<file path="src/sv/aarm_pkg.sv">
// ----------------------------------------------------------------------------
// aarm_pkg: shared types and constants for the axis-angle rotation matrix
// Word formats that travel between the cell chains, Q30 angle constants and
// the CORDIC arctangent table.
// ----------------------------------------------------------------------------
package aarm_pkg;

    localparam int ENTRY_FRAC_BITS = 16;
    localparam int CORDIC_STEPS    = 16;

    localparam int AXIS_W     = 16;
    localparam int ANGLE_W    = 16;
    localparam int ENTRY_W    = ENTRY_FRAC_BITS + 2;
    localparam int N_ENTRIES  = 9;
    localparam int IN_DATA_W  = 3 * AXIS_W + ANGLE_W;
    localparam int OUT_DATA_W = ((N_ENTRIES * ENTRY_W + 7) / 8) * 8;

    localparam int N2_W       = 2 * AXIS_W;
    localparam int RAD_W      = 60;
    localparam int ROOT_W     = RAD_W / 2;
    localparam int SQRT_STEPS = ROOT_W;
    localparam int SQ_REM_W   = ROOT_W + 2;

    localparam int UNIT_SHIFT = 44;
    localparam int DIVD_W     = AXIS_W + UNIT_SHIFT;
    localparam int DIV_STEPS  = 31;

    localparam int UNIT_W     = 32;
    localparam int XY_W       = 33;
    localparam int Z_W        = 34;
    localparam int ANG_W      = 36;
    localparam int ATAN_W     = 30;
    localparam int STEP_IDX_W = 5;

    localparam logic signed [ANG_W-1:0] PI_Q30      = 36'sd3373259426;
    localparam logic signed [ANG_W-1:0] TWO_PI_Q30  = 36'sd6746518852;
    localparam logic signed [ANG_W-1:0] HALF_PI_Q30 = 36'sd1686629713;
    localparam logic signed [XY_W-1:0]  CORDIC_GAIN = 33'sd652032874;

    localparam logic [ATAN_W-1:0] ATAN_TAB [32] = '{
        30'd843314856, 30'd497837829, 30'd263043836, 30'd133525158,
        30'd67021686,  30'd33543515,  30'd16775850,  30'd8388437,
        30'd4194282,   30'd2097149,   30'd1048575,   30'd524287,
        30'd262143,    30'd131071,    30'd65535,     30'd32767,
        30'd16383,     30'd8191,      30'd4095,      30'd2047,
        30'd1023,      30'd511,       30'd255,       30'd127,
        30'd63,        30'd31,        30'd15,        30'd8,
        30'd4,         30'd2,         30'd1,         30'd0
    };

    typedef struct packed {
        logic [RAD_W-1:0]           rad;
        logic [SQ_REM_W-1:0]        rem;
        logic [ROOT_W-1:0]          root;
        logic signed [AXIS_W-1:0]   ax;
        logic signed [AXIS_W-1:0]   ay;
        logic signed [AXIS_W-1:0]   az;
        logic signed [ANGLE_W-1:0]  angle;
        logic                       zero;
    } sq_word_t;

    typedef struct packed {
        logic [2:0][DIV_STEPS-1:0]  low;
        logic [2:0][ROOT_W-1:0]     rem;
        logic [2:0][DIV_STEPS-1:0]  quo;
        logic [2:0]                 neg;
        logic [ROOT_W-1:0]          q;
        logic signed [ANGLE_W-1:0]  angle;
        logic                       zero;
    } div_word_t;

    typedef struct packed {
        logic signed [XY_W-1:0]      x;
        logic signed [XY_W-1:0]      y;
        logic signed [Z_W-1:0]       z;
        logic                        flip;
        logic [2:0][UNIT_W-1:0]      u;
        logic                        zero;
    } cd_word_t;

endpackage

</file>
<file path="src/sv/aarm_sqrt_cell.sv">
// ----------------------------------------------------------------------------
// aarm_sqrt_cell: one root bit of the squared-norm square root
// Restoring digit step: takes two radicand bits, sets one root bit, registers.
// ----------------------------------------------------------------------------
module aarm_sqrt_cell (
    input  logic               aclk,
    input  logic               aresetn,
    input  logic               en,
    input  logic               in_valid,
    input  aarm_pkg::sq_word_t in_word,
    output logic               out_valid,
    output aarm_pkg::sq_word_t out_word
);
    import aarm_pkg::*;

    logic [SQ_REM_W+1:0] rem_shift;
    logic [SQ_REM_W+1:0] trial;
    sq_word_t            word_next;
    sq_word_t            word_reg;
    logic                valid_reg;

    always_comb begin
        rem_shift      = {in_word.rem, in_word.rad[RAD_W-1 -: 2]};
        trial          = (SQ_REM_W+2)'({in_word.root, 2'b01});
        word_next      = in_word;
        word_next.rad  = {in_word.rad[RAD_W-3:0], 2'b00};
        if (rem_shift >= trial) begin
            word_next.rem  = SQ_REM_W'(rem_shift - trial);
            word_next.root = {in_word.root[ROOT_W-2:0], 1'b1};
        end else begin
            word_next.rem  = SQ_REM_W'(rem_shift);
            word_next.root = {in_word.root[ROOT_W-2:0], 1'b0};
        end
    end

    always_ff @(posedge aclk) begin
        if (!aresetn) begin
            valid_reg <= 1'b0;
        end else if (en) begin
            valid_reg <= in_valid;
        end
    end

    always_ff @(posedge aclk) begin
        if (en) begin
            word_reg <= word_next;
        end
    end

    assign out_valid = valid_reg;
    assign out_word  = word_reg;

endmodule

</file>
<file path="config.mk">
export PLATFORM = sky130hd
export DESIGN_NAME = aarm_sqrt_cell
export DESIGN_NICKNAME = d
export VERILOG_FILES = /design/src/sv/aarm_pkg.sv /design/src/sv/aarm_sqrt_cell.sv
export SDC_FILE = /design/constraint.sdc
export NUM_CORES = 1
export LEC_CHECK = 0
export BUFFER_PORTS_ARGS = -buffer_cell sky130_fd_sc_hd__buf_4
export CELL_PAD_IN_SITES_DETAIL_PLACEMENT = 1
export CELL_PAD_IN_SITES_GLOBAL_PLACEMENT = 1
export CORE_ASPECT_RATIO = 0.5
export CORE_MARGIN = 1.5
export CORE_UTILIZATION = 39
export CTS_CLUSTER_DIAMETER = 80
export DETAILED_ROUTE_END_ITERATION = 6
export PLACE_DENSITY = 0.83
export REMOVE_ABC_BUFFERS = 1
export SLEW_MARGIN = 0
export SYNTH_ARGS = -nofsm -noshare
export SYNTH_HDL_FRONTEND = slang
export SYNTH_SLANG_ARGS = --single-unit
</file>
<file path="constraint.sdc">
create_clock -name aclk -period 6.2 [get_ports aclk]
set_input_delay 1.24 -clock aclk [delete_from_list [all_inputs] [get_ports aclk]]
set_output_delay 1.24 -clock aclk [all_outputs]
set_load 0.005 [all_outputs]
</file>
Yosys cells after proc, flatten, opt, wreduce, memory -nomap -nowiden
Cells that the tools add are included.
- order comparisons: 1
- $add $sub $neg: 1
- multiplexer cells: 1
- operators by type and width (cell ; number):
    62-bit two-way mux ; 1
    34-bit by 32-bit greater-or-equal comparator with 1-bit output ; 1
    32-bit subtractor ; 1
- input bits: 191
- word-level logic and storage cells: 12
- output and inout bits: 188
- bits in registers: 186

Logic depth before layout (Yosys ltp)
- word-level depth: 2
- mapped depth: 12
- depth with buffers taken out: 10

Worst setup path before layout
OpenSTA, ideal clock, no wires.
- path type: input to register
- start point: input port in_word[76] (netlist bit)
- end point: register word_reg, in the netlist out_word[118], data pin
- path slack: 2.445 ns
- setup time: 0.260 ns
- path buffers: 2
- arrival: 3.495 ns
- stages: 12
- required time: 5.940 ns
- path through: inv_1 > ha_1 > clkbuf_1 > a211o_1 > a211oi_1 > nor3b_1 > o21ai_1 > o211ai_1 > a21o_1 > a21oi_2 > buf_4 > mux2_2
- RTL lines (item ; RTL line ; text):
    start, declared ; aarm_sqrt_cell.sv:10 ; input aarm_pkg::sq_word_t in_word,
    end signal, assigned ; aarm_sqrt_cell.sv:46 ; word_reg <= word_next;
    end, declared ; aarm_sqrt_cell.sv:19 ; sq_word_t word_reg;

==> flow_summary_export.csv <==
group,metric,value,unit
pwr,swShare,0.251,
global_routing,first_global_vias,6385,
global_routing,gr-usage-all-layers,0.261,
logic_synthesis,synth_seq_cells,186,
layout,design_area,11600,sq um
floorplanning,die_height,104,um
pwr,pwr-share-comb,0.182,
drt,first_pass_iters,4,
pwr,power.density,285,nW/um^2
clock_tree,cts_buffers,17,
drt,initialDrtViolationCount,437,
pwr,clockPowerShare,0.346,
sta,max_clock_freq,0.236,GHz
layout,multiInputGateArea,2110,sq um
pwr,seqPwrFrac,0.471,
layout,fin_nets,1129,
critical_path,required,6390,ps
logic_synthesis,synthesis.area,7910,sq um
layout,drive_gt1_frac,0.482,
floorplanning,fp-row-count,36,
critical_path,worst-path-max-fanout,17,
logic_synthesis,synthFlopType,"edfxtp_1",
logic_synthesis,yosys_warnings,0,
layout,insertedDiodeCount,0,
place,placed_area,11000,sq um
sta,setup_viol,0,
place,hpwlAfterDp,20.8,mm
status,status,"completed",
critical_path,r2r_end,"out_valid",
drt,vias,5925,
flow_run,maxCapViolations,0,
floorplanning,die_w,204,um
logic_synthesis,synthArstFlopShare,0,
place,port_buffers,376,
critical_path,reg2regPathDepth,2,
floorplanning,core_area,19700,sq um
logic_synthesis,synth_area_per_cell,15.2,sq um
drt,vias_per_cell,5.00,
hold_path,hold_depth,2,
global_routing,grt_pass1_wl,40.3,mm
drt,drt_wl_total,27.6,mm
clock_tree,cts_tree,"done",
hold_path,holdCritStartpoint,"out_valid",
sta,worst_pin_slew,912,ps
hold_path,hp-class,"flop to flop",
critical_path,r2r-start,"out_valid",
logic_synthesis,synth_enable_flop_cells,185,
logic_synthesis,synth_cell_types,52,
critical_path,r2r_slack,5470,ps
sta,report.final.slew_viol_count,0,
sta,finalHoldViolCount,0,
logic_synthesis,synth_top_area_frac,0.703,
critical_path,worstPathArrival,4430,ps
global_routing,antenna_found_initial,0,
layout,num-fill-cells,2007,
critical_path,startpoint_type,"input port",
clock_tree,cts-root-buf,"clkbuf_16",
clock_tree,clk_path_buf_depth,2,
layout,area_delta_synth_final,46.9,%
floorplanning,start_util,0.402,
drt,ant_nets,0,
logic_synthesis,synthTopCellsByCount,"edfxtp_1 (185), inv_1 (40), ha_1 (32)",
clock_tree,cts_resized,0,
clock_tree,hold_buffers,0,
global_routing,grt_max_degree,110,
pwr,p_int,2.48,mW
sta,min_period_over_period,0.684,
clock_tree,postCtsSetupBuffers,0,
pwr,cellLeakagePower,5.01,nW
place,place_congestion,0.824,
sta,rsz0062_at_grt,"false",
global_routing,grt_overflow,0,
clock_tree,htreeDepth,4,
logic_synthesis,synth-seq-area-share,0.705,
critical_path,critPathKind,"input port to flop",
sta,tns,0,ps
floorplanning,dieArea,21200,sq um
sta,slew_headroom,0.392,
logic_synthesis,synth_area_leaders,"edfxtp_1 (70%), ha_1 (5.1%), mux2_2 (4.0%)",
pwr,power.switching,0.832,mW
clock_tree,clk_latency,430,ps
drt,drcViolationCount,0,
floorplanning,pin_count,379,
hold_path,min_to,"out_valid",
logic_synthesis,synth.most_common_cell,"edfxtp_1",
sta,finClkSkew,0,ps
logic_synthesis,syn_inst,521,
logic_synthesis,synth_top_area_cell,"edfxtp_1",
sta,post-route-min-period,4240,ps
pwr,vdd_drop_max,0.000139,V
critical_path,worstSetupEndpointType,"flop",
drt,wl_per_cell,23.3,um
clock_tree,clkTransAtPathRegs,70,ps
layout,final-seq-area,5580,sq um
clock_tree,cts.sink_count,186,
layout by cell type (no fill, tap or decap), drive strengths merged, types with 2 or more instances in the layout:
| master | n |
|---|---|
| a2111oi | 3 |
| a211o | 2 |
| a211oi | 3 |
| a21o | 11 |
| a21oi | 28 |
| a221o | 2 |
| a31oi | 3 |
| and2 | 5 |
| and3 | 5 |
| buf | 378 |
| bufinv | 2 |
| clkbuf | 23 |
| clkinv | 2 |
| conb | 2 |
| edfxtp | 185 |
| ha | 32 |
| inv | 45 |
| mux2 | 28 |
| mux2i | 3 |
| nand2 | 18 |
| nand2b | 2 |
| nand3 | 8 |
| nand3b | 2 |
| nand4 | 7 |
| nor2 | 24 |
| nor2b | 5 |
| nor3 | 8 |
| nor4 | 3 |
| o2111ai | 2 |
| o211ai | 3 |
| o21a | 4 |
| o21ai | 22 |
| o21bai | 4 |
| o221a | 2 |
| or3 | 4 |
| xnor2 | 18 |
| xor2 | 8 |
routing by layer:
metal | routed length, um | global-route usage | vias up
met3 | 1640 | 0.0677 | 38
met4 | 556 | 0.0830 | 0
li1 | - | - | 2736
met5 | 0 | 0 | -
met2 | 14900 | 0.476 | 178
met1 | 10600 | 0.296 | 2973
critical path: stages:
cell,delay [ps]
buf_4,80
inv_1,30
ha_1,360
nor2b_1,180
o2111ai_1,290
nand4_1,160
a31oi_1,330
o211ai_1,190
a21o_1,270
a21oi_4,510
buf_4,390
mux2_2,390
worst max path at each step:
stage / from / to / slack (ps) / cells past startpoint
final: in_word[65] / out_word[115] / 1960 / 12
after detailed placement: in_word[65] / out_word[115] / 1500 / 12
after global placement: in_word[65] / out_word[117] / 1680 / 12
after global routing: in_word[65] / out_word[97] / 1730 / 12
after floorplan: in_word[76] / out_word[100] / 1900 / 10
after CTS: in_word[65] / out_word[115] / 1960 / 12
final cells by class:
type	count	share of cell area
Tap cell	266	0.0286
Multi-Input combinational cell	282	0.181
Clock inverter	10	0.0110
Inverter	40	0.0129
Clock buffer	22	0.0408
Sequential cell	186	0.480
Timing Repair Buffer	379	0.245
registers in the layout, indices dropped and copies added (netlist names):
name	count
out_valid	1
out_word	185
power by group through the flow:
stage / combinational [mW] / sequential, mW / clock (mW)
finish: 0.605 / 1.56 / 1.15
global placement: 0.578 / 1.58 / 0
CTS: 0.608 / 1.56 / 1.17
detailed placement: 0.601 / 1.59 / 0
floorplan: 0.206 / 1.60 / 0
global route: 0.649 / 1.57 / 1.20
per-stage QoR:
stage	worst slack, ps	util	std cells	power [mW]	hold slack (ps)
floorplan	1900	-	508	1.80	507
global placement	1680	0.560	1153	2.16	539
detailed placement	1500	0.560	1153	2.19	611
CTS	1960	0.590	1185	3.34	637
global route	1730	0.590	1185	3.43	655
finish	1960	0.590	1185	3.32	638
logic make-up (layout without fill, tap and decap cells):
group / count (synthesis) / in the layout / synth area share
AOI/OAI and AO/OA: 97 / 97 / 0.0820
DFF: 186 / 186 / 0.705
muxes: 31 / 31 / 0.0437
and+or+nand+nor: 94 / 94 / 0.0593
xor gates and xnor gates: 26 / 26 / 0.0288
adders and majority gates: 32 / 32 / 0.0506
buffers and inverters: 54 / 451 / 0.0299
other: 1 / 2 / 0.000474
(Power assumes the default switching activity.)
