`src/sv/aarm_pkg.sv`:
```
// ----------------------------------------------------------------------------
// aarm_pkg: shared types and constants for the axis-angle rotation matrix
// Word formats that travel between the cell chains, Q30 angle constants and
// the CORDIC arctangent table.
// ----------------------------------------------------------------------------
package aarm_pkg;

    localparam int ENTRY_FRAC_BITS = 16;
    localparam int CORDIC_STEPS    = 16;

    localparam int AXIS_W     = 16;
    localparam int ANGLE_W    = 16;
    localparam int ENTRY_W    = ENTRY_FRAC_BITS + 2;
    localparam int N_ENTRIES  = 9;
    localparam int IN_DATA_W  = 3 * AXIS_W + ANGLE_W;
    localparam int OUT_DATA_W = ((N_ENTRIES * ENTRY_W + 7) / 8) * 8;

    localparam int N2_W       = 2 * AXIS_W;
    localparam int RAD_W      = 60;
    localparam int ROOT_W     = RAD_W / 2;
    localparam int SQRT_STEPS = ROOT_W;
    localparam int SQ_REM_W   = ROOT_W + 2;

    localparam int UNIT_SHIFT = 44;
    localparam int DIVD_W     = AXIS_W + UNIT_SHIFT;
    localparam int DIV_STEPS  = 31;

    localparam int UNIT_W     = 32;
    localparam int XY_W       = 33;
    localparam int Z_W        = 34;
    localparam int ANG_W      = 36;
    localparam int ATAN_W     = 30;
    localparam int STEP_IDX_W = 5;

    localparam logic signed [ANG_W-1:0] PI_Q30      = 36'sd3373259426;
    localparam logic signed [ANG_W-1:0] TWO_PI_Q30  = 36'sd6746518852;
    localparam logic signed [ANG_W-1:0] HALF_PI_Q30 = 36'sd1686629713;
    localparam logic signed [XY_W-1:0]  CORDIC_GAIN = 33'sd652032874;

    localparam logic [ATAN_W-1:0] ATAN_TAB [32] = '{
        30'd843314856, 30'd497837829, 30'd263043836, 30'd133525158,
        30'd67021686,  30'd33543515,  30'd16775850,  30'd8388437,
        30'd4194282,   30'd2097149,   30'd1048575,   30'd524287,
        30'd262143,    30'd131071,    30'd65535,     30'd32767,
        30'd16383,     30'd8191,      30'd4095,      30'd2047,
        30'd1023,      30'd511,       30'd255,       30'd127,
        30'd63,        30'd31,        30'd15,        30'd8,
        30'd4,         30'd2,         30'd1,         30'd0
    };

    typedef struct packed {
        logic [RAD_W-1:0]           rad;
        logic [SQ_REM_W-1:0]        rem;
        logic [ROOT_W-1:0]          root;
        logic signed [AXIS_W-1:0]   ax;
        logic signed [AXIS_W-1:0]   ay;
        logic signed [AXIS_W-1:0]   az;
        logic signed [ANGLE_W-1:0]  angle;
        logic                       zero;
    } sq_word_t;

    typedef struct packed {
        logic [2:0][DIV_STEPS-1:0]  low;
        logic [2:0][ROOT_W-1:0]     rem;
        logic [2:0][DIV_STEPS-1:0]  quo;
        logic [2:0]                 neg;
        logic [ROOT_W-1:0]          q;
        logic signed [ANGLE_W-1:0]  angle;
        logic                       zero;
    } div_word_t;

    typedef struct packed {
        logic signed [XY_W-1:0]      x;
        logic signed [XY_W-1:0]      y;
        logic signed [Z_W-1:0]       z;
        logic                        flip;
        logic [2:0][UNIT_W-1:0]      u;
        logic                        zero;
    } cd_word_t;

endpackage

```
`src/sv/aarm_cordic_cell.sv`:
```
// ----------------------------------------------------------------------------
// aarm_cordic_cell: one rotation-mode CORDIC micro-rotation
// Rotates (x, y) by plus or minus atan(2^-i) towards z = 0 and registers.
// ----------------------------------------------------------------------------
module aarm_cordic_cell (
    input  logic                                aclk,
    input  logic                                aresetn,
    input  logic                                en,
    input  logic [aarm_pkg::STEP_IDX_W-1:0]     step_idx,
    input  logic                                in_valid,
    input  aarm_pkg::cd_word_t                  in_word,
    output logic                                out_valid,
    output aarm_pkg::cd_word_t                  out_word
);
    import aarm_pkg::*;

    logic signed [XY_W-1:0] dx;
    logic signed [XY_W-1:0] dy;
    logic signed [Z_W-1:0]  dz;
    cd_word_t               word_next;
    cd_word_t               word_reg;
    logic                   valid_reg;

    always_comb begin
        dx        = in_word.y >>> step_idx;
        dy        = in_word.x >>> step_idx;
        dz        = $signed(Z_W'(ATAN_TAB[step_idx]));
        word_next = in_word;
        if (!in_word.z[Z_W-1]) begin
            word_next.x = in_word.x - dx;
            word_next.y = in_word.y + dy;
            word_next.z = in_word.z - dz;
        end else begin
            word_next.x = in_word.x + dx;
            word_next.y = in_word.y - dy;
            word_next.z = in_word.z + dz;
        end
    end

    always_ff @(posedge aclk) begin
        if (!aresetn) begin
            valid_reg <= 1'b0;
        end else if (en) begin
            valid_reg <= in_valid;
        end
    end

    always_ff @(posedge aclk) begin
        if (en) begin
            word_reg <= word_next;
        end
    end

    assign out_valid = valid_reg;
    assign out_word  = word_reg;

endmodule

```
`config.mk`:
```
export PLATFORM = sky130hd
export DESIGN_NAME = aarm_cordic_cell
export DESIGN_NICKNAME = d
export VERILOG_FILES = /design/src/sv/aarm_pkg.sv /design/src/sv/aarm_cordic_cell.sv
export SDC_FILE = /design/constraint.sdc
export NUM_CORES = 1
export LEC_CHECK = 0
export ABC_AREA = 1
export BUFFER_PORTS_ARGS = -buffer_cell sky130_fd_sc_hd__buf_2
export CAP_MARGIN = 0
export CORE_UTILIZATION = 55
export CTS_BUF_LIST = sky130_fd_sc_hd__clkbuf_8
export DETAILED_ROUTE_END_ITERATION = 6
export PLACE_DENSITY = 0.81
export SLEW_MARGIN = 10
export SYNTH_ARGS = -nofsm -noshare
export SYNTH_HDL_FRONTEND = slang
export SYNTH_SLANG_ARGS = --single-unit
```
`constraint.sdc`:
```
create_clock -name aclk -period 11.64 [get_ports aclk]
set_input_delay 0.582 -clock aclk [delete_from_list [all_inputs] [get_ports aclk]]
set_output_delay 0.582 -clock aclk [all_outputs]
set_load 0.02 [all_outputs]
```
Word level (Yosys, flattened, before mapping) --
Memory sizes are Yosys's and may differ from the RTL's. Cells that the tools add are included.
Storage, ports and cells: register bits 199, memory bits (read-only) 960, bits of input ports 207, output and inout port bits 199, word-level logic and storage cells 23, memories kept 1
Operators by class: $add $sub $neg 6, order comparisons 1, shifts and indexed selects 2, mux-type cells 3, bitwise operators 1
Memory list:
- (no name shown) | depth 32, width 30, rd ports 1, clocked after Yosys merged registers in 0, write ports 0, RTL line aarm_cordic_cell.sv:27 | dz = $signed(Z_W'(ATAN_TAB[step_idx]));
Operator list (count):
- 100-bit two-way mux | 1
- 33-bit adder | 2
- 33-bit by 5-bit >>> shifter with 33-bit output | 2
- 33-bit subtractor | 2
- 30-bit two-way mux | 2
- 34-bit by 31-bit adder with 34-bit output | 1
- 34-bit by 31-bit subtractor with 34-bit output | 1
- 6-bit greater-or-equal comparator (second input constant) | 1
- 5-bit inverter with 6-bit output | 1

Logic depth before layout (Yosys ltp) --
word-level depth 6, depth in mapped cells 35, depth with buffers taken out 32

Worst setup path after synthesis --
Ideal clock, no wire load.
path type in2reg, from in step_idx[1] (netlist bit), to reg word_reg (netlist bit out_word[129]), data pin, setup time 0.260 ns, arrival time 4.159 ns, required time 11.380 ns, slack 7.221 ns, stages 29, cell sequence buf_2 -> inv_2 -> buf_6 -> buf_4 -> ha_1 -> inv_1 -> nor2_1 -> inv_1 -> o21ai_0 -> a21o_1 -> ha_1 -> nand2_1 -> nor2_1 -> nand2_1 -> nor2_1 -> nand2_1 -> nand2_1 -> buf_4 -> xor2_1 -> ha_1 -> a21oi_1 -> inv_1 -> a31oi_1 -> o21ai_0 -> a221oi_1 -> o21ai_0 -> nand2_1 -> nand2_1 -> xor2_1
RTL lines:
- from (decl) | RTL line aarm_cordic_cell.sv:9 | input logic [aarm_pkg::STEP_IDX_W-1:0] step_idx,
- to (signal assigned) | RTL line aarm_cordic_cell.sv:50 | word_reg <= word_next;
- to (decl) | RTL line aarm_cordic_cell.sv:21 | cd_word_t word_reg;

==> results_dict.tcl <==
set metrics [dict create \
    status "finished clean" \
    cts_tree "yes" \
    hold_violations 0 \
    h-tree-depth 4 \
    min_period_over_period_pct 52.9 \
    layout_commonest_cell "nand2_1" \
    die_w_um 182 \
    power_frac_comb_pct 46.5 \
    dp_slack_ns 5.15 \
    cpMostUsedCell "nand2_1" \
    use_met1_pct 44.2 \
    ctsResizeCount 0 \
    gr-total-overflow 0 \
    syn-cell-area_um2 17700 \
    clk_pin_slew_ns 0.13 \
    crit_family "simple AND/OR/NAND/NOR gates" \
    powerDensity_nw_per_um2 135 \
    drtPass1Iterations 7 \
    dieArea_um2 33000 \
    rsz0062_at_grt "false" \
    area_delta_synth_final_pct 14.8 \
    synth_cells 2489 \
    cp_data_required_time_ns 11.89 \
    vias 18600 \
    min_path_type "in -> reg" \
    hold-worst-slack_ns 0.230 \
    grt_max_degree 127 \
    drt_iter0_markers 2038 \
    path_cells "buf_2 > buf_4 > inv_2 > ha_1 > a21oi_1 > nand2_1 > a21oi_1 > inv_1 > nor2_1 > nand2_1 > nor2_1 > nand2_1 > nor2_1 > nand2_1 > nand2_1 > xor2_1 > ha_1 > nand2_1 > nor2_1 > nand2_1 > nor4b_1 > a31oi_1 > xor2_1" \
    ys.flop_type "edfxtp_1" \
    ys_ff_latch 199 \
    avgSynthCellArea_um2 7.12 \
    worst_pin_slew_ns 1.22 \
    drive_gt1_share_pct 17.0 \
    core-area_um2 31600 \
    cp_slowest_cell "inv_2" \
    p_int_mw 1.55 \
    wl_per_cell_um 18.0 \
    grt_pass1_vias 17000 \
    grt_usage_pct 34.9 \
    nets 3160 \
    ys.warnings.count 0 \
    postCtsSetupRepairBufs 0 \
    antenna_found_initial 11 \
    gr-usage-met3_pct 6.64 \
    p_clk_share_pct 17.4 \
    post-dp-hpwl_um 47000 \
    slew_viol_final 0 \
    leakage_nw 10.0 \
    power_switching_mw 1.20 \
    pin_count 406 \
    port_buffers 405 \
    slew_headroom_pct 18.8 \
    critPathBufInv 4 \
    fmax_ghz 0.162 \
    async_reset_ff_share_pct 0 \
    layout_common_cells "nand2_1 (792), buf_2 (404), nand3_1 (352)" \
    crit_fanout 77 \
    syn_nets 2808 \
    avgViaCountPerCell 5.71 \
    root_buffer "clkbuf_8" \
    vdd_drop_max_mv 0.0828 \
    fin_ws_ns 5.48 \
    row_count 65 \
    crit_type "in -> reg" \
    endpoint_kind "register" \
    start_util_pct 56.0 \
    finalClockSkew_ns 0 \
    postRouteAntennaNets 0 \
    clkSinkCount 199 \
    cp-start-kind "primary input" \
    max_stage_delay_ns 0.69 \
    cap_violations 0 \
    use_met2_pct 59.2 \
    clk_latency_ns 0.51 \
    cts_made_buffers 17 \
    seq_area_frac_synth_pct 33.7 \
    tns_ns 0 \
    finalSetupViolCount 0 \
    period_minus_slack_ns 6.16 \
    drc 0 \
    yosys.cell_types.count 47 \
    swShare_pct 43.7 \
    pwr-share-seq_pct 36.0 \
    grt_pass1_wl_um 89900 \
    worst_ep_arrival_time_ns 6.41 \
    finalWirelength_um 58900 \
    die_h_um 182 \
    cts_hold_buffers 0 \
    synth_edf_count 198 \
    busiest_layer "met2" \
    place_congestion 0.956 \
    clk_path_buf_depth 2 \
]
==> worst reg2reg max path, stage by stage (launching register included) <==
cell and delay [ns]:
dfxtp_1 0.33, o21ai_0 0.16, a21oi_1 0.06
==> area by class of cell <==
type,count,area [um2]
Multi-Input combinational cell,1989,10500
Clock inverter,15,190
Antenna cell,9,22.5
Clock buffer,17,234
Sequential cell,199,5970
Tap cell,402,503
Timing Repair Buffer,415,2110
Inverter,219,822
Fill cell,2883,11300
==> worst paths after layout <==
path | slack [ns] | startpoint | to | cells after the start
min reg2reg | 0.56 | out_valid$_SDFFE_PN0P_ | out_valid$_SDFFE_PN0P_ | 2
min | 0.23 | in_word[69] | out_word[69]$_DFFE_PP_ | 1
max reg2reg | 10.96 | out_valid$_SDFFE_PN0P_ | out_valid$_SDFFE_PN0P_ | 2
max | 5.48 | step_idx[0] | out_word[131]$_DFFE_PP_ | 23
==> flip-flops by register name (all words and copies together), names as in the netlist <==
signal and count:
out_word 198, out_valid 1
==> cell families (layout without fill, tap and decap cells) <==
| logic type | count (synthesis) | count (layout) | share of synthesized area (%) |
|---|---|---|---|
| xor gates and xnor gates | 164 | 164 | 8.10 |
| DFF | 199 | 199 | 33.7 |
| buffers and inverters | 301 | 666 | 7.09 |
| and+or+nand+nor | 1403 | 1403 | 33.2 |
| AOI/OAI and AO/OA | 310 | 310 | 9.90 |
| other | 0 | 9 | 0 |
| adders and majority gates | 112 | 112 | 8.03 |
==> through the flow <==
step	util, %	std cells	power [mW]	area [um2]
2_1_floorplan	-	2489	1.88	17700
3_3_place_gp	62.9	3224	2.25	19900
3_5_place_dp	62.9	3224	2.27	19900
4_1_cts	64.3	3256	2.75	20300
5_1_grt	64.3	3263	2.91	20400
6_report	64.3	3265	2.75	20400
==> power groups by stage <==
stage	clock, mW	combinational, mW	sequential [mW]
3_3_place_gp	0	1.25	1.00
2_1_floorplan	0	0.706	1.18
3_5_place_dp	0	1.26	1.01
6_report	0.480	1.28	0.992
4_1_cts	0.490	1.26	0.994
5_1_grt	0.508	1.40	1.00
==> metal layers <==
layer / routed length (um) / share of wire (%)
met5: 57 / 0.097
met1: 24100 / 41
met2: 27800 / 47
met3: 4790 / 8.1
met4: 2130 / 3.6
==> cells in the mapped netlist (all sizes together) (2+ instances only) <==
library cell,n,area share [%]
a31oi,10,0.35
buf,59,2.0
inv,218,4.6
o221ai,2,0.099
xnor2,46,2.3
ha,109,7.7
a21oi,142,4.2
nor3,23,0.65
fa,3,0.34
o211ai,13,0.55
o21bai,6,0.25
nand3,355,10
o2111ai,2,0.099
nor4,11,0.39
a211oi,6,0.25
nand2,797,17
o22ai,3,0.11
edfxtp,198,34
nand3b,3,0.13
a21o,9,0.38
clkbuf,23,0.49
nand4,15,0.53
o21a,10,0.42
o21ai,102,2.9
nor2,197,4.4
xor2,118,5.8
(Power assumes the default switching activity.)
