### src/sv/aarm_pkg.sv
// ----------------------------------------------------------------------------
// aarm_pkg: shared types and constants for the axis-angle rotation matrix
// Word formats that travel between the cell chains, Q30 angle constants and
// the CORDIC arctangent table.
// ----------------------------------------------------------------------------
package aarm_pkg;

    localparam int ENTRY_FRAC_BITS = 16;
    localparam int CORDIC_STEPS    = 16;

    localparam int AXIS_W     = 16;
    localparam int ANGLE_W    = 16;
    localparam int ENTRY_W    = ENTRY_FRAC_BITS + 2;
    localparam int N_ENTRIES  = 9;
    localparam int IN_DATA_W  = 3 * AXIS_W + ANGLE_W;
    localparam int OUT_DATA_W = ((N_ENTRIES * ENTRY_W + 7) / 8) * 8;

    localparam int N2_W       = 2 * AXIS_W;
    localparam int RAD_W      = 60;
    localparam int ROOT_W     = RAD_W / 2;
    localparam int SQRT_STEPS = ROOT_W;
    localparam int SQ_REM_W   = ROOT_W + 2;

    localparam int UNIT_SHIFT = 44;
    localparam int DIVD_W     = AXIS_W + UNIT_SHIFT;
    localparam int DIV_STEPS  = 31;

    localparam int UNIT_W     = 32;
    localparam int XY_W       = 33;
    localparam int Z_W        = 34;
    localparam int ANG_W      = 36;
    localparam int ATAN_W     = 30;
    localparam int STEP_IDX_W = 5;

    localparam logic signed [ANG_W-1:0] PI_Q30      = 36'sd3373259426;
    localparam logic signed [ANG_W-1:0] TWO_PI_Q30  = 36'sd6746518852;
    localparam logic signed [ANG_W-1:0] HALF_PI_Q30 = 36'sd1686629713;
    localparam logic signed [XY_W-1:0]  CORDIC_GAIN = 33'sd652032874;

    localparam logic [ATAN_W-1:0] ATAN_TAB [32] = '{
        30'd843314856, 30'd497837829, 30'd263043836, 30'd133525158,
        30'd67021686,  30'd33543515,  30'd16775850,  30'd8388437,
        30'd4194282,   30'd2097149,   30'd1048575,   30'd524287,
        30'd262143,    30'd131071,    30'd65535,     30'd32767,
        30'd16383,     30'd8191,      30'd4095,      30'd2047,
        30'd1023,      30'd511,       30'd255,       30'd127,
        30'd63,        30'd31,        30'd15,        30'd8,
        30'd4,         30'd2,         30'd1,         30'd0
    };

    typedef struct packed {
        logic [RAD_W-1:0]           rad;
        logic [SQ_REM_W-1:0]        rem;
        logic [ROOT_W-1:0]          root;
        logic signed [AXIS_W-1:0]   ax;
        logic signed [AXIS_W-1:0]   ay;
        logic signed [AXIS_W-1:0]   az;
        logic signed [ANGLE_W-1:0]  angle;
        logic                       zero;
    } sq_word_t;

    typedef struct packed {
        logic [2:0][DIV_STEPS-1:0]  low;
        logic [2:0][ROOT_W-1:0]     rem;
        logic [2:0][DIV_STEPS-1:0]  quo;
        logic [2:0]                 neg;
        logic [ROOT_W-1:0]          q;
        logic signed [ANGLE_W-1:0]  angle;
        logic                       zero;
    } div_word_t;

    typedef struct packed {
        logic signed [XY_W-1:0]      x;
        logic signed [XY_W-1:0]      y;
        logic signed [Z_W-1:0]       z;
        logic                        flip;
        logic [2:0][UNIT_W-1:0]      u;
        logic                        zero;
    } cd_word_t;

endpackage

### src/sv/aarm_div_cell.sv
// ----------------------------------------------------------------------------
// aarm_div_cell: one quotient bit for the three axis components
// Restoring division step of |a| * 2^44 + q/2 by the norm q, per lane.
// ----------------------------------------------------------------------------
module aarm_div_cell (
    input  logic                aclk,
    input  logic                aresetn,
    input  logic                en,
    input  logic                in_valid,
    input  aarm_pkg::div_word_t in_word,
    output logic                out_valid,
    output aarm_pkg::div_word_t out_word
);
    import aarm_pkg::*;

    logic [2:0][ROOT_W:0] rem_shift;
    div_word_t            word_next;
    div_word_t            word_reg;
    logic                 valid_reg;

    always_comb begin
        word_next = in_word;
        for (int k = 0; k < 3; k++) begin
            rem_shift[k]      = {in_word.rem[k], in_word.low[k][DIV_STEPS-1]};
            word_next.low[k]  = {in_word.low[k][DIV_STEPS-2:0], 1'b0};
            if (rem_shift[k] >= {1'b0, in_word.q}) begin
                word_next.rem[k] = ROOT_W'(rem_shift[k] - {1'b0, in_word.q});
                word_next.quo[k] = {in_word.quo[k][DIV_STEPS-2:0], 1'b1};
            end else begin
                word_next.rem[k] = ROOT_W'(rem_shift[k]);
                word_next.quo[k] = {in_word.quo[k][DIV_STEPS-2:0], 1'b0};
            end
        end
    end

    always_ff @(posedge aclk) begin
        if (!aresetn) begin
            valid_reg <= 1'b0;
        end else if (en) begin
            valid_reg <= in_valid;
        end
    end

    always_ff @(posedge aclk) begin
        if (en) begin
            word_reg <= word_next;
        end
    end

    assign out_valid = valid_reg;
    assign out_word  = word_reg;

endmodule

### config.mk
export PLATFORM = sky130hd
export DESIGN_NAME = aarm_div_cell
export DESIGN_NICKNAME = d
export VERILOG_FILES = /design/src/sv/aarm_pkg.sv /design/src/sv/aarm_div_cell.sv
export SDC_FILE = /design/constraint.sdc
export NUM_CORES = 1
export LEC_CHECK = 0
export BUFFER_PORTS_ARGS = -buffer_cell sky130_fd_sc_hd__buf_2
export CORE_ASPECT_RATIO = 0.75
export CORE_MARGIN = 5
export CORE_UTILIZATION = 25
export DETAILED_ROUTE_END_ITERATION = 10
export SETUP_SLACK_MARGIN = 0.15
export SYNTH_ARGS = -nofsm -noshare
export SYNTH_HDL_FRONTEND = slang
export SYNTH_SLANG_ARGS = --single-unit
### constraint.sdc
create_clock -name aclk -period 3.5 [get_ports aclk]
set_input_delay 0.7 -clock aclk [delete_from_list [all_inputs] [get_ports aclk]]
set_output_delay 0.7 -clock aclk [all_outputs]
set_load 0.01 [all_outputs]
* Word level (Yosys, flattened, before mapping)
Index checks and enable logic that the tools add are counted.
** Storage, ports and cells
- Flip-flop bits (word level) :: 324
- Input port bits :: 330
- Output and inout bits :: 327
- Logic and storage cells :: 26
** Operators by class
- Add/sub/neg operators :: 3
- $lt $le $gt $ge :: 3
- Mux-type cells :: 6
** Operator list (number)
- 31-bit by 30-bit greater-or-equal comparator with 1-bit output :: 3
- 30-bit 2-to-1 mux :: 3
- 30-bit subtractor :: 3
- 1-bit 2-to-1 mux :: 3

* Logic depth before layout (Yosys ltp)
Gate-level depths: netlist (run 1).
- Depth after elaboration :: 2
- Mapped depth :: 14
- Mapped depth without buffers :: 12

* Worst setup path after synthesis (run 1)
Ideal clock, no wire load.
- Kind :: input to register
- Start point :: in in_word[19] (netlist name)
- End point :: reg word_reg (netlist bit out_word[169]) (data pin)
- Library setup time :: 260 ps
- Data arrival time :: 3084 ps
- Required time :: 3240 ps
- Setup slack :: 156 ps
- Stages :: 11
- Path buffers :: 0
- Path through :: inv_1 > ha_1 > nor2b_4 > o31a_1 > o41ai_4 > o31a_4 > o21bai_4 > a311o_2 > a311oi_2 > xnor2_1 > mux2_4
** RTL lines
- start: declaration :: RTL line aarm_div_cell.sv:10 : input aarm_pkg::div_word_t in_word,
- end signal: assignment :: RTL line aarm_div_cell.sv:46 : word_reg <= word_next;
- end: declaration :: RTL line aarm_div_cell.sv:18 : div_word_t word_reg;

==> out/results.ini, run 1 <==
[yosys]
ys_warn_count = 0
netlist_area_sq_um = 15510
asyncSetResetFlopFracSynth_pct = 0
syn-instance-count = 1200
avgSynthCellArea_sq_um = 12.92
synth-edff-count = 323
synth_ff_type = sky130_fd_sc_hd__edfxtp_1
synth_cell_types = 71
yosysSeqAreaShare_pct = 62.68
ys_ff_latch = 324

[cts]
cts.root.buffer_cell = sky130_fd_sc_hd__clkbuf_16
worstSkewPairLatency_ns = 0.54
cts_hold_buffers = 0
postCtsResizedCells = 0
ctsHtreeMaxLevel = 2
clk_path_buf_depth = 3
clock_tree_from_tritoncts = built
cts_setup_buffers = 0
clock_sink_count = 324
num_cts_buffers = 36
clock_transition_at_path_regs_ns = 0.07

[floorplanning]
core_area_sq_um = 61780
die_width_microns = 297.6
die_y_microns = 225.7
die-area_sq_um = 67160
effective_utilization_at_floorplan_pct = 25.10
io-pin-count = 657
fp-row-count = 79

[finish]
layoutNonFillerInstCount = 2903
final_area_sq_um = 22520
layout-drive-gt1-share_pct = 44.58
areaGrowthSynthToFinish_pct = 45.25
nNetsFinal = 2482
post-route-util_pct = 36.46

[global_routing]
grt_pass1_wl_mm = 91.71
grt_antenna_before_repair = 36
track_usage_pct = 18.68
pin_count_of_the_biggest_net_entering_global_routing = 68
first_global_vias = 13524
total_congestion_overflow = 0

[worst_setup_path]
worst_ep_arrival_time_ns = 3.50
crit-reg2reg-launch = out_valid
cp_data_required_time_ns = 3.79
r2r.worst_path.cells = 2
crit_path_max_fanout = 5
rrSetupSlack_ns = 2.88
worst-setup-path-type = input port to flip-flop
worstSetupEndpointType = flip-flop
timing.rr.end = out_valid
timing.critical_path.from_type = input port
cp-startpoint = in_word[24]

[routing]
drt-wirelength-per-cell_microns = 22.97
num_vias = 13409
route.antenna.remaining_nets = 0
drcViolationCount = 0
drt_pass1_iterations = 4
dr.first_iter.drc_count = 772
drt_wl_total_mm = 66.68
post_drt_via_cell_ratio = 4.619

[placement]
placed_area_sq_um = 21300
numPortBuffers = 650
dpl.cell_count = 2831
place_congestion = 0.9280
dp.final_hpwl_mm = 55.75
preCtsSetupSlack_ns = -0.2424

[power_and_ir_drop]
worst_vdd_rail_ir_drop_uv = 307.5
power_leakage_nw = 10.05
power_mw = 11.34
cellPowerDensity_nw_per_um2 = 503.5

[timing]
worst-slew-pin-transition_ns = 0.6219
timing.final.hold_violations = 0
setup_ws_ns = 0.2893
final.setup.tns_ns = 0
timing.final.setup_violations = 0
finClkSkew_ns = 0
timing.max_slew.rel_slack_pct = 58.54
rsz0062_at_grt = no
final_min_period_over_clock_period_pct = 91.73
finalHoldWorstSlack_ns = 0.3199
post-route-min-period_ns = 3.211
achievable-frequency_ghz = 0.3115
final_max_slew_viol_count = 0

[min_path]
hold_path_origin = in_word[47]
timing.hold.worst_endpoint = out_word[47]
hp-class = input port to flip-flop
timing.hold.worst_path_depth = 1

[status]
run_status = complete, no violations

[run]
timing.max_cap.violations = 0

[cell usage in the layout, fill, tap and decap left out, types with 13 or more instances in the layout]
| cell type | n |
|---|---|
| sky130_fd_sc_hd__buf_2 | 649 |
| sky130_fd_sc_hd__edfxtp_1 | 323 |
| sky130_fd_sc_hd__buf_4 | 195 |
| sky130_fd_sc_hd__nand2_1 | 103 |
| sky130_fd_sc_hd__a21oi_1 | 92 |
| sky130_fd_sc_hd__ha_1 | 90 |
| sky130_fd_sc_hd__o21ai_0 | 87 |
| sky130_fd_sc_hd__nor2_1 | 63 |
| sky130_fd_sc_hd__inv_1 | 50 |
| sky130_fd_sc_hd__xnor2_1 | 45 |
| sky130_fd_sc_hd__a21o_1 | 42 |
| sky130_fd_sc_hd__clkbuf_16 | 36 |
| sky130_fd_sc_hd__xor2_1 | 29 |
| sky130_fd_sc_hd__nand3_1 | 20 |
| sky130_fd_sc_hd__nor3_1 | 14 |
| sky130_fd_sc_hd__o21a_1 | 13 |
[layout make-up]
| cell class | instances | area, sq um |
|---|---|---|
| diodes | 7 | 17.52 |
| clock buffers | 45 | 964.7 |
| clock inverters | 20 | 241.5 |
| fillers | 6088 | 39250 |
| inverters | 51 | 191.4 |
| multi-input cells | 793 | 5489 |
| flip-flops and latches | 324 | 9719 |
| well taps | 810 | 1013 |
| repair buffers | 853 | 4887 |
[synthesized netlist by cell type (6+ instances only)]
library cell / count / area, sq um
sky130_fd_sc_hd__edfxtp_1: 323 / 9699
sky130_fd_sc_hd__nand2_1: 103 / 386.6
sky130_fd_sc_hd__a21oi_1: 92 / 460.4
sky130_fd_sc_hd__ha_1: 90 / 1126
sky130_fd_sc_hd__o21ai_0: 87 / 435.4
sky130_fd_sc_hd__nor2_1: 63 / 236.5
sky130_fd_sc_hd__inv_1: 50 / 187.7
sky130_fd_sc_hd__xnor2_1: 45 / 394.1
sky130_fd_sc_hd__a21o_1: 42 / 315.3
sky130_fd_sc_hd__xor2_1: 29 / 254.0
sky130_fd_sc_hd__clkbuf_1: 20 / 75.07
sky130_fd_sc_hd__nand3_1: 20 / 100.1
sky130_fd_sc_hd__nor3_1: 14 / 70.07
sky130_fd_sc_hd__o21a_1: 13 / 97.59
sky130_fd_sc_hd__nand4_1: 12 / 75.07
sky130_fd_sc_hd__nor2b_1: 12 / 75.07
sky130_fd_sc_hd__and3_1: 11 / 68.82
sky130_fd_sc_hd__buf_2: 11 / 55.05
sky130_fd_sc_hd__nand2b_1: 11 / 68.82
sky130_fd_sc_hd__o21bai_1: 11 / 82.58
sky130_fd_sc_hd__o21ai_1: 10 / 50.05
sky130_fd_sc_hd__o31ai_1: 10 / 75.07
sky130_fd_sc_hd__a211oi_1: 8 / 60.06
sky130_fd_sc_hd__a31oi_1: 7 / 43.79
sky130_fd_sc_hd__and2_1: 7 / 43.79
sky130_fd_sc_hd__mux2_1: 7 / 78.83
sky130_fd_sc_hd__a211o_1: 6 / 52.55
sky130_fd_sc_hd__o211ai_1: 6 / 45.04
sky130_fd_sc_hd__o31a_1: 6 / 52.55
[metal layers]
metal | vias up | GRT usage (%) | wire [microns]
met4 | 52 | 5.438 | 2005
met2 | 469 | 35.26 | 35390
met3 | 140 | 7.708 | 5807
li1 | 6267 | - | -
met5 | - | 0 | 323
met1 | 6481 | 19.00 | 23160
[worst max-delay path, cell delays in order]
cell and delay, ns:
sky130_fd_sc_hd__buf_2 0.11, sky130_fd_sc_hd__inv_1 0.21, sky130_fd_sc_hd__ha_1 0.32, sky130_fd_sc_hd__a21o_2 0.24, sky130_fd_sc_hd__a211oi_1 0.31, sky130_fd_sc_hd__a21oi_1 0.15, sky130_fd_sc_hd__a311oi_1 0.31, sky130_fd_sc_hd__a31oi_1 0.24
sky130_fd_sc_hd__a311oi_1 0.47, sky130_fd_sc_hd__buf_4 0.19, sky130_fd_sc_hd__xor2_1 0.15, sky130_fd_sc_hd__a21oi_1 0.09
[power by group]
part	leakage [nW]	total (mW)	switching [mW]	internal, mW
Combinational	6.29	2.53	1.43	1.10
Sequential	3.17	4.87	0.114	4.75
Clock	0.588	3.94	1.66	2.28
[how the worst max path moves through the flow]
| stage | to | slack, ns | cells after the start |
|---|---|---|---|
| after floorplan | out_word[169] | 0.16 | 11 |
| after global placement | out_word[164] | -0.24 | 12 |
| after detailed placement | out_word[164] | -0.24 | 12 |
| after CTS | out_word[164] | 0.35 | 12 |
| after global routing | out_word[180] | 0.16 | 12 |
| final | out_word[164] | 0.29 | 12 |
[sequential cells by signal, indices dropped and copies added (netlist names)]
register,flops
out_valid,1
out_word,323
[logic make-up after synthesis]
family | count (synthesis) | share of synthesized area, %
AO/OA/AOI/OAI | 338 | 14.07
flip-flops | 324 | 62.68
AND/OR/NAND/NOR | 270 | 8.101
adder cells (fa/ha/maj) | 93 | 7.649
buffers and inverters | 85 | 2.219
XOR/XNOR | 74 | 4.179
multiplexers | 15 | 1.081
other | 1 | 0.02418
Power figures use the tool's default switching activity.
==> run 2: changes to the inputs <==
CELL_PAD_IN_SITES_DETAIL_PLACEMENT = 0   (was unset)
CELL_PAD_IN_SITES_GLOBAL_PLACEMENT = 1   (was unset)
PLACE_DENSITY_LB_ADDON = 0.1   (was unset)
==> run 2 against run 1 <==
Count of clock-buffer cells in the layout stayed put. Final cell count is 1.8% higher. Critical path depth is 4 higher. Highest routed layer unchanged. Via count is 2.3% lower.
==> out/results.ini, run 2 (synthesis results as in run 1) <==
[status]
run_status = complete, no violations

[worst_setup_path]
worstPathCellList = buf_2 -> inv_1 -> buf_4 -> ha_1 -> a211oi_2 -> nor2_1 -> nor4_1 -> buf_4 -> a21oi_1 -> o21bai_1 -> a21boi_2 -> o41ai_4 -> buf_4 -> buf_12 -> buf_12 -> o21ai_0
crit_slowest_cell = sky130_fd_sc_hd__o21bai_1
cpMostUsedCell = sky130_fd_sc_hd__buf_4
cp_data_required_time_ns = 3.80  ; about the same
worst-path-buf-inv = 7  ; +4
timing.critical_path.from_type = input port
worst_ep_arrival_time_ns = 3.48  ; -0.02 ns
worst-setup-path-type = input port to flip-flop
crit_path_max_incr_delay_ns = 0.28  ; -0.19 ns
worstSetupEndpointType = flip-flop
critical_path.top_delay_family = buffers and inverters
crit_path_max_fanout = 16  ; +11

[timing]
final_max_slew_viol_count = 0  ; unchanged
final_min_period_over_clock_period_pct = 90.95  ; -0.78 points
setup_ws_ns = 0.3167  ; +0.02740 ns
worst-slew-pin-transition_ns = 0.5640  ; -0.05794 ns
timing.final.setup_violations = 0  ; unchanged
final.setup.tns_ns = 0  ; unchanged
post-route-min-period_ns = 3.183  ; -0.02740 ns
rsz0062_at_grt = yes
achievable-frequency_ghz = 0.3141  ; +0.86%
timing.final.hold_violations = 0  ; unchanged
timing.max_slew.rel_slack_pct = 62.22  ; +3.7 points
finClkSkew_ns = 0  ; unchanged

[power_and_ir_drop]
cellPowerDensity_nw_per_um2 = 497.1  ; -1.3%
power.share.clock_pct = 34.8  ; about the same
power_mw = 11.45  ; +0.98%
power_switching_share_pct = 28.13  ; -0.11 points
power_leakage_nw = 10.32  ; +2.7%
share_comb_of_total_power_pct = 22.9  ; +0.6 points
sequentialPowerShare_pct = 42.3  ; -0.6 points
worst_vdd_rail_ir_drop_uv = 264.6  ; -14%
internal_power_mw = 8.231  ; +1.1%
net_switching_power_mw = 3.221  ; +0.59%

[finish]
layout-drive-gt1-share_pct = 46.19  ; +1.6 points
layout_common_cells = sky130_fd_sc_hd__buf_2 (649), sky130_fd_sc_hd__edfxtp_1 (323), sky130_fd_sc_hd__buf_4 (239)
nNetsFinal = 2535  ; +2.1%
layoutNonFillerInstCount = 2954  ; +1.8%
largest_register_ffs = 323  ; unchanged
layout_commonest_cell = sky130_fd_sc_hd__buf_2
areaGrowthSynthToFinish_pct = 48.57

[global_routing]
track_usage_pct = 17.02  ; -1.7 points
grt_antenna_before_repair = 13  ; -64%
grt_pass1_wl_mm = 85.62  ; -6.6%
first_global_vias = 13106  ; -3.1%
total_congestion_overflow = 0  ; unchanged
pin_count_of_the_biggest_net_entering_global_routing = 61  ; -10%

[placement]
place_congestion = 0.8223  ; -11%
preCtsSetupSlack_ns = -0.3361  ; -0.09369 ns
dp.final_hpwl_mm = 50.38  ; -9.6%
numPortBuffers = 650  ; unchanged
dpl.cell_count = 2879  ; +1.7%

[floorplanning]
io-pin-count = 657  ; unchanged
effective_utilization_at_floorplan_pct = 25.10  ; unchanged
core_area_sq_um = 61780  ; unchanged
die-area_sq_um = 67160  ; unchanged
fp-row-count = 79  ; unchanged
die_y_microns = 225.7  ; unchanged
die_width_microns = 297.6  ; unchanged

[routing]
route.antenna.remaining_nets = 0  ; unchanged
drt-wirelength-per-cell_microns = 20.85  ; -9.2%
dr.first_iter.drc_count = 620  ; -20%
num_vias = 13099  ; -2.3%
post_drt_via_cell_ratio = 4.434  ; -4.0%
drt_pass1_iterations = 4  ; unchanged
drt_wl_total_mm = 61.60  ; -7.6%
drcViolationCount = 0  ; unchanged

[cts]
ctsHtreeMaxLevel = 2  ; unchanged
cts.root.buffer_cell = sky130_fd_sc_hd__clkbuf_16
clk_path_buf_depth = 3  ; unchanged
num_cts_buffers = 38  ; +5.6%
clock_sink_count = 324  ; unchanged
clock_tree_from_tritoncts = built
clock_transition_at_path_regs_ns = 0.06  ; about the same
worstSkewPairLatency_ns = 0.54  ; about the same

[min_path]
hp-class = input port to flip-flop

[run]
timing.max_cap.violations = 0  ; unchanged

-- run 2: cell count changes in the layout (fill, tap and decap cells not counted), moves of 3 or more --
cell and change:
sky130_fd_sc_hd__buf_12 +5, sky130_fd_sc_hd__buf_4 +44, sky130_fd_sc_hd__clkbuf_8 -3, sky130_fd_sc_hd__clkbuf_16 +4, sky130_fd_sc_hd__clkinvlp_4 +3
-- run 2: path summary, 6_finish.rpt --
kind / from / endpoint / slack, ns / cells past startpoint
hold / removal: in_word[95] / out_word[96] / 0.31 / 1
setup / recovery: in_word[24] / out_word[190] / 0.32 / 16
setup reg to reg: out_valid / out_valid / 2.91 / 2
hold reg to reg: out_valid / out_valid / 0.51 / 2
-- run 2: what timing repair did --
item                                    4_1_cts  5_1_grt
gates resized for setup                       0        7
endpoints found under the setup margin        0       41
hold buffers                                  0        0
buffers inserted                              0        1
-- run 2: metal layers --
layer / part of all wire, % / GRT usage, % / vias to the layer above
met4: 1.9 / 3.965 / 12
met3: 6.0 / 4.123 / 74
met5: 0.11 / 0 / -
met1: 45 / 23.02 / 6303
met2: 47 / 27.83 / 329
li1: - / - / 6381
-- run 2: layout make-up --
type / count / area [sq um]
tap: 810 / 1013
inverter: 51 / 195.2
clock buffer: 45 / 998.5
timing repair buffer: 903 / 5343
multi-input combinational: 794 / 5537
sequential: 324 / 9719
clock inverter: 22 / 221.5
fill: 6180 / 38740
antenna: 5 / 12.51
-- run 2: per-stage QoR --
stage	hold WS, ns	util, %	instance area, sq um
floorplan	0.5383	-	15510
global placement	0.5010	35.16	21720
detailed placement	0.4992	35.16	21720
CTS	0.2602	37.14	22940
global route	0.2782	37.28	23030
finish	0.3079	37.29	23040
-- run 2: power groups by stage --
| stage | clock, mW | sequential (mW) | combinational, mW |
|---|---|---|---|
| finish | 3.98 | 4.85 | 2.62 |
| global route | 4.29 | 4.88 | 2.87 |
| CTS | 4.15 | 4.85 | 2.64 |
| detailed placement | 0 | 4.93 | 2.62 |
| global placement | 0 | 4.92 | 2.62 |
| floorplan | 0 | 5.16 | 0.947 |
